`config.mk`:
```
export PLATFORM = sky130hd
export DESIGN_NAME = totalizer_accumulate_pulse
export DESIGN_NICKNAME = d
export VERILOG_FILES = /design/src/rtl/tap_pkg.sv /design/src/rtl/tap_pulse.sv /design/src/rtl/totalizer_accumulate_pulse.sv
export SDC_FILE = /design/constraint.sdc
export NUM_CORES = 1
export LEC_CHECK = 0
export ABC_AREA = 1
export ABC_CLOCK_PERIOD_IN_PS = 4800
export BUFFER_PORTS_ARGS = -buffer_cell sky130_fd_sc_hd__buf_2
export CORE_MARGIN = 2
export CORE_UTILIZATION = 54
export CTS_CLUSTER_DIAMETER = 120
export DETAILED_ROUTE_END_ITERATION = 10
export GPL_TIMING_DRIVEN = 0
export PLACE_DENSITY_LB_ADDON = 0.15
export SYNTH_ARGS = -nofsm -noshare
export SYNTH_HDL_FRONTEND = slang
export SYNTH_SLANG_ARGS = --single-unit
```
`constraint.sdc`:
```
create_clock -name clk -period 4.8 [get_ports clk]
set_input_delay 0.24 -clock clk [delete_from_list [all_inputs] [get_ports clk]]
set_output_delay 0.24 -clock clk [all_outputs]
set_load 0.1 [all_outputs]
```
`src/rtl/tap_pkg.sv`:
```
// package for the totalizer: field widths, codes and shared structs
`default_nettype none

package tap_pkg;

  localparam int unsigned INC_BITS      = 32;
  localparam int unsigned OUT_SUM_BITS  = 48;
  localparam int unsigned BUCKET_BITS   = 34;
  localparam int unsigned TIMER_BITS    = 16;
  localparam int unsigned THRESH_BITS   = 32;
  localparam int unsigned COUNT_BITS    = 32;
  localparam int unsigned IN_DATA_BITS  = 72;
  localparam int unsigned OUT_DATA_BITS = 136;
  localparam int unsigned CFG_IDX_BITS  = 1;
  localparam int unsigned CFG_DATA_BITS = 32;

  localparam logic [TIMER_BITS-1:0] PULSE_WIDTH_RESET = 16'd100;

  typedef enum logic {
    ACT_ADD  = 1'b0,
    ACT_TICK = 1'b1
  } action_t;

  typedef enum logic [CFG_IDX_BITS-1:0] {
    REG_BUCKET_THRESHOLD = 1'b0,
    REG_PULSE_WIDTH      = 1'b1
  } cfg_reg_t;

  typedef struct packed {
    logic [THRESH_BITS-1:0] threshold;
    logic [TIMER_BITS-1:0]  width;
  } pulse_cfg_t;

  typedef struct packed {
    logic [BUCKET_BITS-1:0] bucket;
    logic                   level;
    logic [TIMER_BITS-1:0]  elapsed;
    logic [COUNT_BITS-1:0]  tally;
  } pulse_state_t;

  typedef struct packed {
    action_t             action;
    logic [INC_BITS-1:0] local_inc;
    logic                clear;
  } pulse_item_t;

endpackage

`default_nettype wire

```
`src/rtl/tap_pulse.sv`:
```
// bucket, pulse timer and pulse counter update for one item
`default_nettype none

module tap_pulse (
  input  tap_pkg::pulse_cfg_t   cfg,
  input  tap_pkg::pulse_state_t state,
  input  tap_pkg::pulse_item_t  item,
  output tap_pkg::pulse_state_t state_next,
  output logic                  started
);
  import tap_pkg::*;

  logic [BUCKET_BITS:0]   bucket_sum;
  logic [BUCKET_BITS-1:0] bucket_fill;
  logic [BUCKET_BITS-1:0] thresh_ext;
  logic [TIMER_BITS-1:0]  elapsed_step;
  logic                   level_step;

  assign thresh_ext = BUCKET_BITS'(cfg.threshold);
  assign bucket_sum = (BUCKET_BITS+1)'(state.bucket) + (BUCKET_BITS+1)'(item.local_inc);

  always_comb begin
    bucket_fill = bucket_sum[BUCKET_BITS] ? '1 : bucket_sum[BUCKET_BITS-1:0];
    if (item.clear) begin
      bucket_fill = '0;
    end
  end

  always_comb begin
    state_next   = state;
    started      = 1'b0;
    elapsed_step = state.elapsed;
    level_step   = state.level;
    if (item.action == ACT_ADD) begin
      state_next.bucket = bucket_fill;
      if (bucket_fill >= thresh_ext) begin
        state_next.bucket = bucket_fill - thresh_ext;
        level_step        = 1'b1;
        elapsed_step      = '0;
        state_next.tally  = state.tally + COUNT_BITS'(1);
        started           = 1'b1;
      end
    end else begin
      // timer sticks at its top value
      if (state.elapsed != '1) begin
        elapsed_step = state.elapsed + TIMER_BITS'(1);
      end
    end
    state_next.elapsed = elapsed_step;
    state_next.level   = level_step && (elapsed_step < cfg.width);
  end

endmodule

`default_nettype wire

```
`src/rtl/totalizer_accumulate_pulse.sv`:
```
// top level of the weighing totalizer with pulse output
`default_nettype none

// Weighing totalizer with pulse output. Each input item is either an add
// (action 0: local and master increments in 16.16 fixed point, plus an
// optional bucket clear) or a one millisecond tick (action 1). Every item
// gives exactly one result item carrying both saturating 32.16 totals, the
// pulse level, a flag for a newly raised pulse and the wrapping pulse count.
// The block takes one item per clock cycle while the result stream is not
// stalled: the item is captured in an input register, then the totals,
// bucket and timer update in one pass of add, compare and subtract logic
// into the state and result registers, from which the result is valid.
// With m_tready high one item goes in and one comes out every
// cycle. While a result waits the input register still takes one item;
// after that s_tready follows m_tready. Configuration writes (threshold,
// pulse width) are taken at any edge with cfg_wen high and should only
// happen while the block is idle.
module totalizer_accumulate_pulse #(
  parameter int unsigned TOTAL_BITS    = 48,
  parameter int unsigned FRACTION_BITS = 16
) (
  input  wire logic                                 clk,
  input  wire logic                                 rst,
  // input stream
  input  wire logic                                 s_tvalid,
  output logic                                      s_tready,
  // [31:0] local_increment, [63:32] master_increment, [64] clear_bucket
  input  wire logic [tap_pkg::IN_DATA_BITS-1:0]     s_tdata,
  // [0] action
  input  wire logic                                 s_tuser,
  // result stream
  output logic                                      m_tvalid,
  input  wire logic                                 m_tready,
  // [47:0] local_sum, [95:48] master_sum, [96] pulse_out,
  // [97] pulse_started, [129:98] pulses_sent
  output logic [tap_pkg::OUT_DATA_BITS-1:0]         m_tdata,
  // configuration write port
  input  wire logic                                 cfg_wen,
  input  wire logic [tap_pkg::CFG_IDX_BITS-1:0]     cfg_index,
  input  wire logic [tap_pkg::CFG_DATA_BITS-1:0]    cfg_wdata
);
  import tap_pkg::*;

  localparam logic [TOTAL_BITS-1:0] TOTAL_MAX = '1;
  localparam logic [THRESH_BITS-1:0] THRESH_RESET = THRESH_BITS'(64'd1 << FRACTION_BITS);

  // configuration registers
  pulse_cfg_t cfg;

  always_ff @(posedge clk) begin
    if (rst) begin
      cfg.threshold <= THRESH_RESET;
      cfg.width     <= PULSE_WIDTH_RESET;
    end else if (cfg_wen) begin
      unique case (cfg_reg_t'(cfg_index))
        REG_BUCKET_THRESHOLD: cfg.threshold <= cfg_wdata[THRESH_BITS-1:0];
        REG_PULSE_WIDTH:      cfg.width     <= cfg_wdata[TIMER_BITS-1:0];
        default: ;
      endcase
    end
  end

  // input register
  logic                in_valid;
  pulse_item_t         in_item;
  logic [INC_BITS-1:0] in_master;

  // result register
  logic                  out_valid;
  logic [TOTAL_BITS-1:0] out_local;
  logic [TOTAL_BITS-1:0] out_master;
  logic                  out_level;
  logic                  out_started;
  logic [COUNT_BITS-1:0] out_tally;

  // item moves from input register into state and result registers
  logic advance;
  assign advance  = in_valid && (!out_valid || m_tready);
  assign s_tready = !in_valid || advance;

  always_ff @(posedge clk) begin
    if (rst) begin
      in_valid <= 1'b0;
    end else if (s_tready) begin
      in_valid <= s_tvalid;
    end
  end

  always_ff @(posedge clk) begin
    if (s_tready && s_tvalid) begin
      in_item.action    <= action_t'(s_tuser);
      in_item.local_inc <= s_tdata[INC_BITS-1:0];
      in_item.clear     <= s_tdata[2*INC_BITS];
      in_master         <= s_tdata[2*INC_BITS-1:INC_BITS];
    end
  end

  // running totals
  logic [TOTAL_BITS-1:0] local_acc;
  logic [TOTAL_BITS-1:0] master_acc;
  logic [TOTAL_BITS-1:0] local_acc_next;
  logic [TOTAL_BITS-1:0] master_acc_next;
  logic [TOTAL_BITS:0]   local_sum_wide;
  logic [TOTAL_BITS:0]   master_sum_wide;

  assign local_sum_wide  = (TOTAL_BITS+1)'(local_acc) + (TOTAL_BITS+1)'(in_item.local_inc);
  assign master_sum_wide = (TOTAL_BITS+1)'(master_acc) + (TOTAL_BITS+1)'(in_master);

  always_comb begin
    local_acc_next  = local_acc;
    master_acc_next = master_acc;
    if (in_item.action == ACT_ADD) begin
      // carry out of the total means it sticks at full scale
      local_acc_next  = local_sum_wide[TOTAL_BITS] ? TOTAL_MAX
                                                   : local_sum_wide[TOTAL_BITS-1:0];
      master_acc_next = master_sum_wide[TOTAL_BITS] ? TOTAL_MAX
                                                    : master_sum_wide[TOTAL_BITS-1:0];
    end
  end

  // bucket, pulse level, timer and pulse count
  pulse_state_t pulse_state;
  pulse_state_t pulse_state_next;
  logic         pulse_started;

  tap_pulse u_pulse (
    .cfg        (cfg),
    .state      (pulse_state),
    .item       (in_item),
    .state_next (pulse_state_next),
    .started    (pulse_started)
  );

  always_ff @(posedge clk) begin
    if (rst) begin
      local_acc   <= '0;
      master_acc  <= '0;
      pulse_state <= '0;
    end else if (advance) begin
      local_acc   <= local_acc_next;
      master_acc  <= master_acc_next;
      pulse_state <= pulse_state_next;
    end
  end

  always_ff @(posedge clk) begin
    if (rst) begin
      out_valid <= 1'b0;
    end else if (advance) begin
      out_valid <= 1'b1;
    end else if (m_tready) begin
      out_valid <= 1'b0;
    end
  end

  always_ff @(posedge clk) begin
    if (advance) begin
      out_local   <= local_acc_next;
      out_master  <= master_acc_next;
      out_level   <= pulse_state_next.level;
      out_started <= pulse_started;
      out_tally   <= pulse_state_next.tally;
    end
  end

  // totals are shown as 48-bit values: zero extended or truncated
  logic [63:0] out_local_wide;
  logic [63:0] out_master_wide;
  assign out_local_wide  = 64'(out_local);
  assign out_master_wide = 64'(out_master);

  assign m_tvalid = out_valid;
  assign m_tdata  = {6'd0, out_tally, out_started, out_level,
                     out_master_wide[OUT_SUM_BITS-1:0], out_local_wide[OUT_SUM_BITS-1:0]};

  // a tick item never raises a pulse nor changes the count
  assert property (@(posedge clk) disable iff (rst)
    advance && (in_item.action == ACT_TICK) |=> !out_started &&
      (pulse_state.tally == $past(pulse_state.tally)))
    else $error("tick item changed the pulse count");

  // a raised pulse restarts the timer and counts once
  assert property (@(posedge clk) disable iff (rst)
    advance && pulse_started |=> (pulse_state.elapsed == '0) &&
      (pulse_state.tally == $past(pulse_state.tally) + COUNT_BITS'(1)))
    else $error("pulse start did not restart timer or count");

  // totals never go down outside reset
  assert property (@(posedge clk) disable iff (rst)
    !$past(rst) |-> (local_acc >= $past(local_acc)) && (master_acc >= $past(master_acc)))
    else $error("running total decreased");

  // an empty input register always takes an item
  assert property (@(posedge clk) disable iff (rst)
    !in_valid |-> s_tready)
    else $error("input stalled while input register empty");

  // a waiting result holds its data
  assert property (@(posedge clk) disable iff (rst)
    out_valid && !m_tready |=> out_valid && $stable(out_tally) && $stable(out_local))
    else $error("waiting result changed");

endmodule

`default_nettype wire
```
==> results of run 1 <==
[cell type report]
class | instances | share of cell area (%)
Antenna cell | 4 | 0.0309
Buffer | 112 | 1.96
Clock buffer | 62 | 3.93
Clock inverter | 24 | 0.944
Inverter | 432 | 5.11
Multi-Input combinational cell | 2181 | 43.5
Sequential cell | 425 | 32.4
Tap cell | 600 | 2.32
Timing Repair Buffer | 458 | 9.89
[state kept, by name, summed over array words and instances (netlist names), 32 cells and up]
signal,count
pulse_state,83
cfg,48
local_acc,48
master_acc,48
out_local,48
out_master,48
in_item,34
in_master,32
out_tally,32
[kinds of logic after synthesis]
logic type,count (synthesis)
other,1
xor gates and xnor gates,123
adders and majority gates,149
DFF,425
AOI/OAI and AO/OA,815
and+or+nand+nor,1088
buffers and inverters,545
[synthesized netlist by cell type, types with 17 or more instances]
| master | count |
|---|---|
| sky130_fd_sc_hd__xor2_1 | 77 |
| sky130_fd_sc_hd__o221ai_1 | 19 |
| sky130_fd_sc_hd__a21oi_1 | 313 |
| sky130_fd_sc_hd__xnor2_1 | 43 |
| sky130_fd_sc_hd__dfxtp_1 | 229 |
| sky130_fd_sc_hd__o211ai_1 | 25 |
| sky130_fd_sc_hd__inv_2 | 17 |
| sky130_fd_sc_hd__o21ai_1 | 34 |
| sky130_fd_sc_hd__ha_1 | 145 |
| sky130_fd_sc_hd__nand4_1 | 29 |
| sky130_fd_sc_hd__a31oi_1 | 30 |
| sky130_fd_sc_hd__nor2_1 | 328 |
| sky130_fd_sc_hd__clkbuf_1 | 80 |
| sky130_fd_sc_hd__edfxtp_1 | 196 |
| sky130_fd_sc_hd__nand2_1 | 491 |
| sky130_fd_sc_hd__inv_1 | 411 |
| sky130_fd_sc_hd__a21oi_2 | 19 |
| sky130_fd_sc_hd__nor3_1 | 34 |
| sky130_fd_sc_hd__nand3_1 | 106 |
| sky130_fd_sc_hd__o21a_1 | 23 |
| sky130_fd_sc_hd__o21bai_1 | 29 |
| sky130_fd_sc_hd__o21ai_0 | 258 |
[per-stage QoR]
step	cells	total power [mW]	util, %	worst slack, ps	setup TNS [ps]
final	4298	11.5	70.8	-564	-4500
after global routing	4297	11.9	70.8	-722	-11330
after CTS	4246	11.1	68.6	-430	-1160
after detailed placement	3988	7.09	60.3	-1490	-47630
after global placement	3986	7.04	60.1	-1430	-47850
after floorplan	3151	6.33	-	1.09	0
[per-layer routing]
| metal | part of all wire (%) | vias up | routed length [um] | global-route usage, % |
|---|---|---|---|---|
| li1 | - | 11700 | - | - |
| met1 | 41 | 11700 | 36000 | 45.7 |
| met2 | 47 | 1207 | 40900 | 58.2 |
| met3 | 7.4 | 257 | 6500 | 4.53 |
| met4 | 4.9 | 0 | 4270 | 16.4 |
| met5 | 0 | - | 0 | 0 |
[how the worst max path moves through the flow]
stage / end / slack (ps) / cells past startpoint
floorplan: out_level / 1 / 32
global placement: out_level / -1430 / 36
detailed placement: pulse_state[48] / -1490 / 32
CTS: pulse_state[48] / -430 / 34
global route: out_level / -720 / 37
finish: pulse_state[75] / -560 / 36
[power breakdown]
part	leakage, nW	internal, mW	switching [mW]
Clock	0.765	2.20	1.56
Sequential	3.76	4.05	0.164
Combinational	9.90	1.23	2.32
[what timing repair did]
| action | CTS | global route |
|---|---|---|
| setup buffers | 71 | 47 |
| pin swaps | 71 | 92 |
| endpoints found under the hold margin | 115 | 0 |
| endpoints found under the setup margin | 117 | 75 |
| gates resized for setup | 148 | 168 |
| hold buffers | 101 | 0 |
| cloned | 1 | 1 |
[critical path: cells and delay by family (launching register included)]
kind / cells / cell delay, ps
flops: 1 / 530
fa+ha+maj: 2 / 650
buf+inv: 16 / 2010
xor+xnor: 1 / 220
compound gates: 6 / 840
simple gates: 11 / 990
==> metrics.txt, run 1 <==
per-instance average area after synthesis=7.98 sq um; critical path's slowest cell=sky130_fd_sc_hd__edfxtp_1; Synth area leader=sky130_fd_sc_hd__edfxtp_1; Yosys reg bits=425; die extent in y=220 um; mux contribution to synthesized area=0%; prevailing post-synth register cell=sky130_fd_sc_hd__dfxtp_1; final estimated routing congestion in global placement=0.989; complex-gate fraction of the synthesized area=18.8%; Post-Route Hold Slack=118 ps; leading cell type in the layout, fill and taps excluded=sky130_fd_sc_hd__nand2_1; CTS Root Cell=sky130_fd_sc_hd__clkbuf_16; post-synthesis share of cell area spent on xor and xnor gates=4.38%; leading cell types in the layout, fill and taps excluded=457 x sky130_fd_sc_hd__nand2_1, 398 x sky130_fd_sc_hd__inv_1, 311 x sky130_fd_sc_hd__nor2_1; worst setup path startpoint=in_item[8]; hold depth=4; wirelength, routed=87.6 mm; hold path startpoint=cfg_index; CP dominant cell by count=sky130_fd_sc_hd__buf_4; drt first pass iters=6; vias post-DR=24,800; GRT Overall Usage=35.1%; H-tree depth reported by CTS=2; Req. time, crit path=5300 ps; number of fillers in the final layout=3,584; Die Footprint=0.0482 sq mm; wire per inst=20.4 um; category of the worst setup path capture point=flip-flop; result of the run=finished, violations left; Finished Cell Area=0.0324 sq mm; max-cap violation count=0; post-synthesis instance area=0.0251 sq mm; number of distinct standard cells referenced by the synthesized netlist=68; total global routing overflow=0; wire length of the first global-routing pass=130 mm; initial core utilization=54.9%; Final Max Slew Viols=0; clock skew after layout=27.1 ps; Slew HR=25.9%; DIE WIDTH=220 um; worst r2r dst=pulse_state[75]; leading post-synthesis cells by cell area=sky130_fd_sc_hd__edfxtp_1 23%, sky130_fd_sc_hd__dfxtp_1 18%, sky130_fd_sc_hd__nand2_1 7.3%, sky130_fd_sc_hd__ha_1 7.2%, sky130_fd_sc_hd__a21oi_1 6.2%; drt first-iter violations=2,503; simple-gate share of the synthesized area=19.0%; maximum fanout count along the critical path=6; Worst Setup Start Kind=flip-flop; dominant combinational cell family by area after synthesis=simple AND/OR/NAND/NOR gates; sequential area share after synthesis=41.7%; latest clock arrival within the worst-skew pair=610 ps; remaining number of nets flagged by the antenna check after routing=0; Floorplan Core Area=0.0457 sq mm; Tmin final=5360 ps; layout overhead on the synthesized area=28.9%; slew at the pin closest to its max-slew limit=1110 ps; Leak=14.4 nW; adder-cell share of the synthesized area=7.55%; achievable frequency=0.186 GHz; R2R setup slack=-560 ps; routed via count divided by cell count=5.78; number of placement rows=78; fraction of layout cells with a size suffix above 1=21.9%; FF/Latch Area=0.0105 sq mm; fraction of registers with async set/reset=0%; number of I/O port buffers=235; TritonCTS clock tree=yes; number of instances in the synthesized netlist=3,146; Hold/Removal Path Class=input pin to flip-flop; share of the clock period used by the worst path=112%; post-placement cell area=0.0275 sq mm; critical register-to-register path startpoint=in_item[8]; clock sink total=425; Worst Setup Slack, final=-564 ps; pin count of the biggest net entering global routing=71; count of boundary I/O pins=249; Yosys warning total=0; crit path kind=flip-flop to flip-flop; end of the worst hold path=cfg[16]; antenna violations before repair=3; Cell Pwr Density=356 mW/mm^2; setup repair after global routing missed its margin=yes; number of global-route vias before repair=23,500; max incr delay on CP=530 ps; Clock transition at path regs=60 ps; failing checks=setup timing; multi-input logic area=0.0141 sq mm; number of setup violations in the final report=25; count of flip-flops with a built-in enable after synthesis=196; DPL Wire Length=64.8 mm; length in cells of the worst reg-to-reg path=36; post-synth top area share=23.5%; maximum ir drop on the vdd rail=328 uV; Fin. Hold Viols=0; buffers from clock root to sink, at most=3; nets=3,916; data arrival time of the critical path=5860 ps; DRC violations left=0; total CTS buffers=46
No activity file was read; power rests on OpenSTA's default activity.
==> run 2, diff against run 1 <==
Settings changed: ABC_CLOCK_PERIOD_IN_PS 4800 to 6280, CORE_UTILIZATION 54 to 60, SETUP_SLACK_MARGIN from default to 0.5.
Clock period 4.8 ns to 6.28 ns, I/O delays scaled along.
==> metrics.txt, run 2 (same netlist as run 1, synthesis figures left out) <==
result of the run=finished, final reports clean; vias post-DR=24,700 (-0.71%); drt first-iter violations=2,396 (-4.3%); DRC violations left=0 (unchanged); non-filler instance count after layout=4,129 (-3.9%); crit path kind=flip-flop to flip-flop; Worst Setup Slack, final=627 ps (+1190 ps); slew at the pin closest to its max-slew limit=1150 ps (+36.0 ps); achievable frequency=0.177 GHz (-5.1%); Tmin final=5650 ps (+290 ps); hold path startpoint=cfg_wdata[17]; Floorplan Core Area=0.0410 sq mm (-10%); switching power=2.98 mW (-26%); setup repair after global routing missed its margin=no; antenna violations before repair=2 (-1); category of the worst setup path capture point=flip-flop; sequential power share=38.6% (+2.0 points); Leak=13.7 nW (-4.9%); switching part of the total=35.8% (+0.67 points); Hold/Removal Path Class=input pin to flip-flop; DPL Wire Length=62.6 mm (-3.5%); number of global-route vias before repair=23,300 (-1.0%); CTS Root Cell=sky130_fd_sc_hd__clkbuf_16; share of the clock period used by the worst path=90.0% (-22 points); max incr delay on CP=480 ps (-50 ps); maximum ir drop on the vdd rail=243 uV (-26%); routed via count divided by cell count=5.97 (+3.4%); layout overhead on the synthesized area=20.8%; Placed Cells=3,921 (-1.7%); critical path's slowest cell=sky130_fd_sc_hd__edfxtp_1; buffers from clock root to sink, at most=3 (unchanged); clock skew after layout=46.6 ps (+19.5 ps); final estimated routing congestion in global placement=1.03 (+4.1%); Clock Power Share=33.1% (+0.5 points); wire length of the first global-routing pass=128 mm (-1.5%); delay-heaviest family, CP=simple AND/OR/NAND/NOR gates; number of flip-flops in the largest register=83 (unchanged); pin count of the biggest net entering global routing=67 (-5.6%); number of placement rows=74 (-5.1%); die extent in y=209 um (-5.0%); Req. time, crit path=6630 ps (+1330 ps); latest clock arrival within the worst-skew pair=620 ps (about the same); Final Max Slew Viols=0 (unchanged); leading cell type in the layout, fill and taps excluded=sky130_fd_sc_hd__nand2_1; buffer and inverter count on the worst path=8 (-8); nets=3,816 (-2.6%); Slew HR=23.5% (-2.4 points); fraction of layout cells with a size suffix above 1=17.0% (-4.9 points); remaining number of nets flagged by the antenna check after routing=0 (unchanged); Cell Pwr Density=274 mW/mm^2 (-23%); number of setup violations in the final report=0 (-100%); Final Power=8.32 mW (-28%); maximum fanout count along the critical path=10 (+4); H-tree depth reported by CTS=2 (unchanged); Post-Place Setup Slack=-997 ps (+496 ps); number of fillers in the final layout=3,078 (-14%); data arrival time of the critical path=6000 ps (+140 ps); Worst Setup Start Kind=flip-flop; worst setup path startpoint=in_item[18]; internal cell power=5.34 mW (-28%); Clock transition at path regs=60 ps (about the same); register with the most flip-flops=pulse_state; initial core utilization=61.2% (+6.2 points); post-placement cell area=0.0270 sq mm (-1.7%); drt first pass iters=6 (unchanged); leading cell types in the layout, fill and taps excluded=486 x sky130_fd_sc_hd__nand2_1, 406 x sky130_fd_sc_hd__inv_1, 324 x sky130_fd_sc_hd__nor2_1; clock sink total=425 (unchanged); Die Footprint=0.0435 sq mm (-9.8%); total CTS buffers=46 (unchanged); number of I/O port buffers=235 (unchanged); TritonCTS clock tree=yes; wirelength, routed=85.7 mm (-2.1%); CP dominant cell by count=sky130_fd_sc_hd__nand2_1; Finished Cell Area=0.0303 sq mm (-6.3%); Fin. Hold Viols=0 (unchanged); critical register-to-register path startpoint=in_item[18]; Comb power frac=28.3% (-2.5 points); GRT Overall Usage=37.9% (+2.8 points); max-cap violation count=0 (unchanged); total global routing overflow=0 (unchanged); DIE WIDTH=209 um (-5.0%); wire per inst=20.8 um (+1.9%); count of boundary I/O pins=249 (unchanged)
-- run 2: worst paths after layout --
path,end,slack (ps),depth (start not counted)
max reg2reg,out_level,630,33
min reg2reg,cfg[39],470,2
max,out_level,630,33
min,cfg[33],2,3
-- run 2: layer usage --
| metal | GRT usage [%] | vias to the layer above | routed length (um) |
|---|---|---|---|
| met1 | 47.9 | 11500 | 33400 |
| met4 | 20.1 | 0 | 5250 |
| met5 | 0 | - | 0 |
| met2 | 61.8 | 1439 | 39000 |
| met3 | 7.11 | 303 | 8070 |
| li1 | - | 11400 | - |
-- run 2: repair_timing --
action                                  CTS  global route
hold buffers                             71             0
buffers inserted                         24            24
endpoints found under the hold margin    71             0
pin swaps                                 8            20
endpoints found under the setup margin  115            12
gates resized for setup                  45            95
-- run 2: worst register-to-register path: cells and delay by family, from the launching register on --
kind            cells  cell delay (ps)
fa+ha+maj           3              890
flops               1              480
buf+inv             8              910
simple gates       14             1690
compound gates      8             1430
-- run 2: per-stage QoR --
stage / hold slack [ps] / util, % / TNS [ps]
CTS: 2.61 / 72.3 / 0
floorplan: 413 / - / 0
global placement: 451 / 65.7 / -56500
finish: 2.18 / 73.9 / 0
global route: 4.58 / 73.9 / 0
detailed placement: 456 / 65.9 / -3660
-- run 2: final cells by class --
class	count	area, sq um	share of cell area (%)
Antenna cell	3	7.51	0.0248
Clock inverter	29	267	0.879
Tap cell	532	666	2.20
Buffer	113	549	1.81
Inverter	432	1630	5.37
Clock buffer	57	1240	4.08
Timing Repair Buffer	357	2330	7.69
Sequential cell	425	10500	34.5
Multi-Input combinational cell	2181	13200	43.4
-- run 2: power by group through the flow --
stage / sequential [mW] / combinational [mW] / clock [mW]
after floorplan: 3.59 / 1.21 / 0
after detailed placement: 3.27 / 2.08 / 0
after global routing: 3.22 / 2.51 / 2.86
after global placement: 3.27 / 2.03 / 0
after CTS: 3.21 / 2.17 / 2.75
final: 3.21 / 2.35 / 2.76
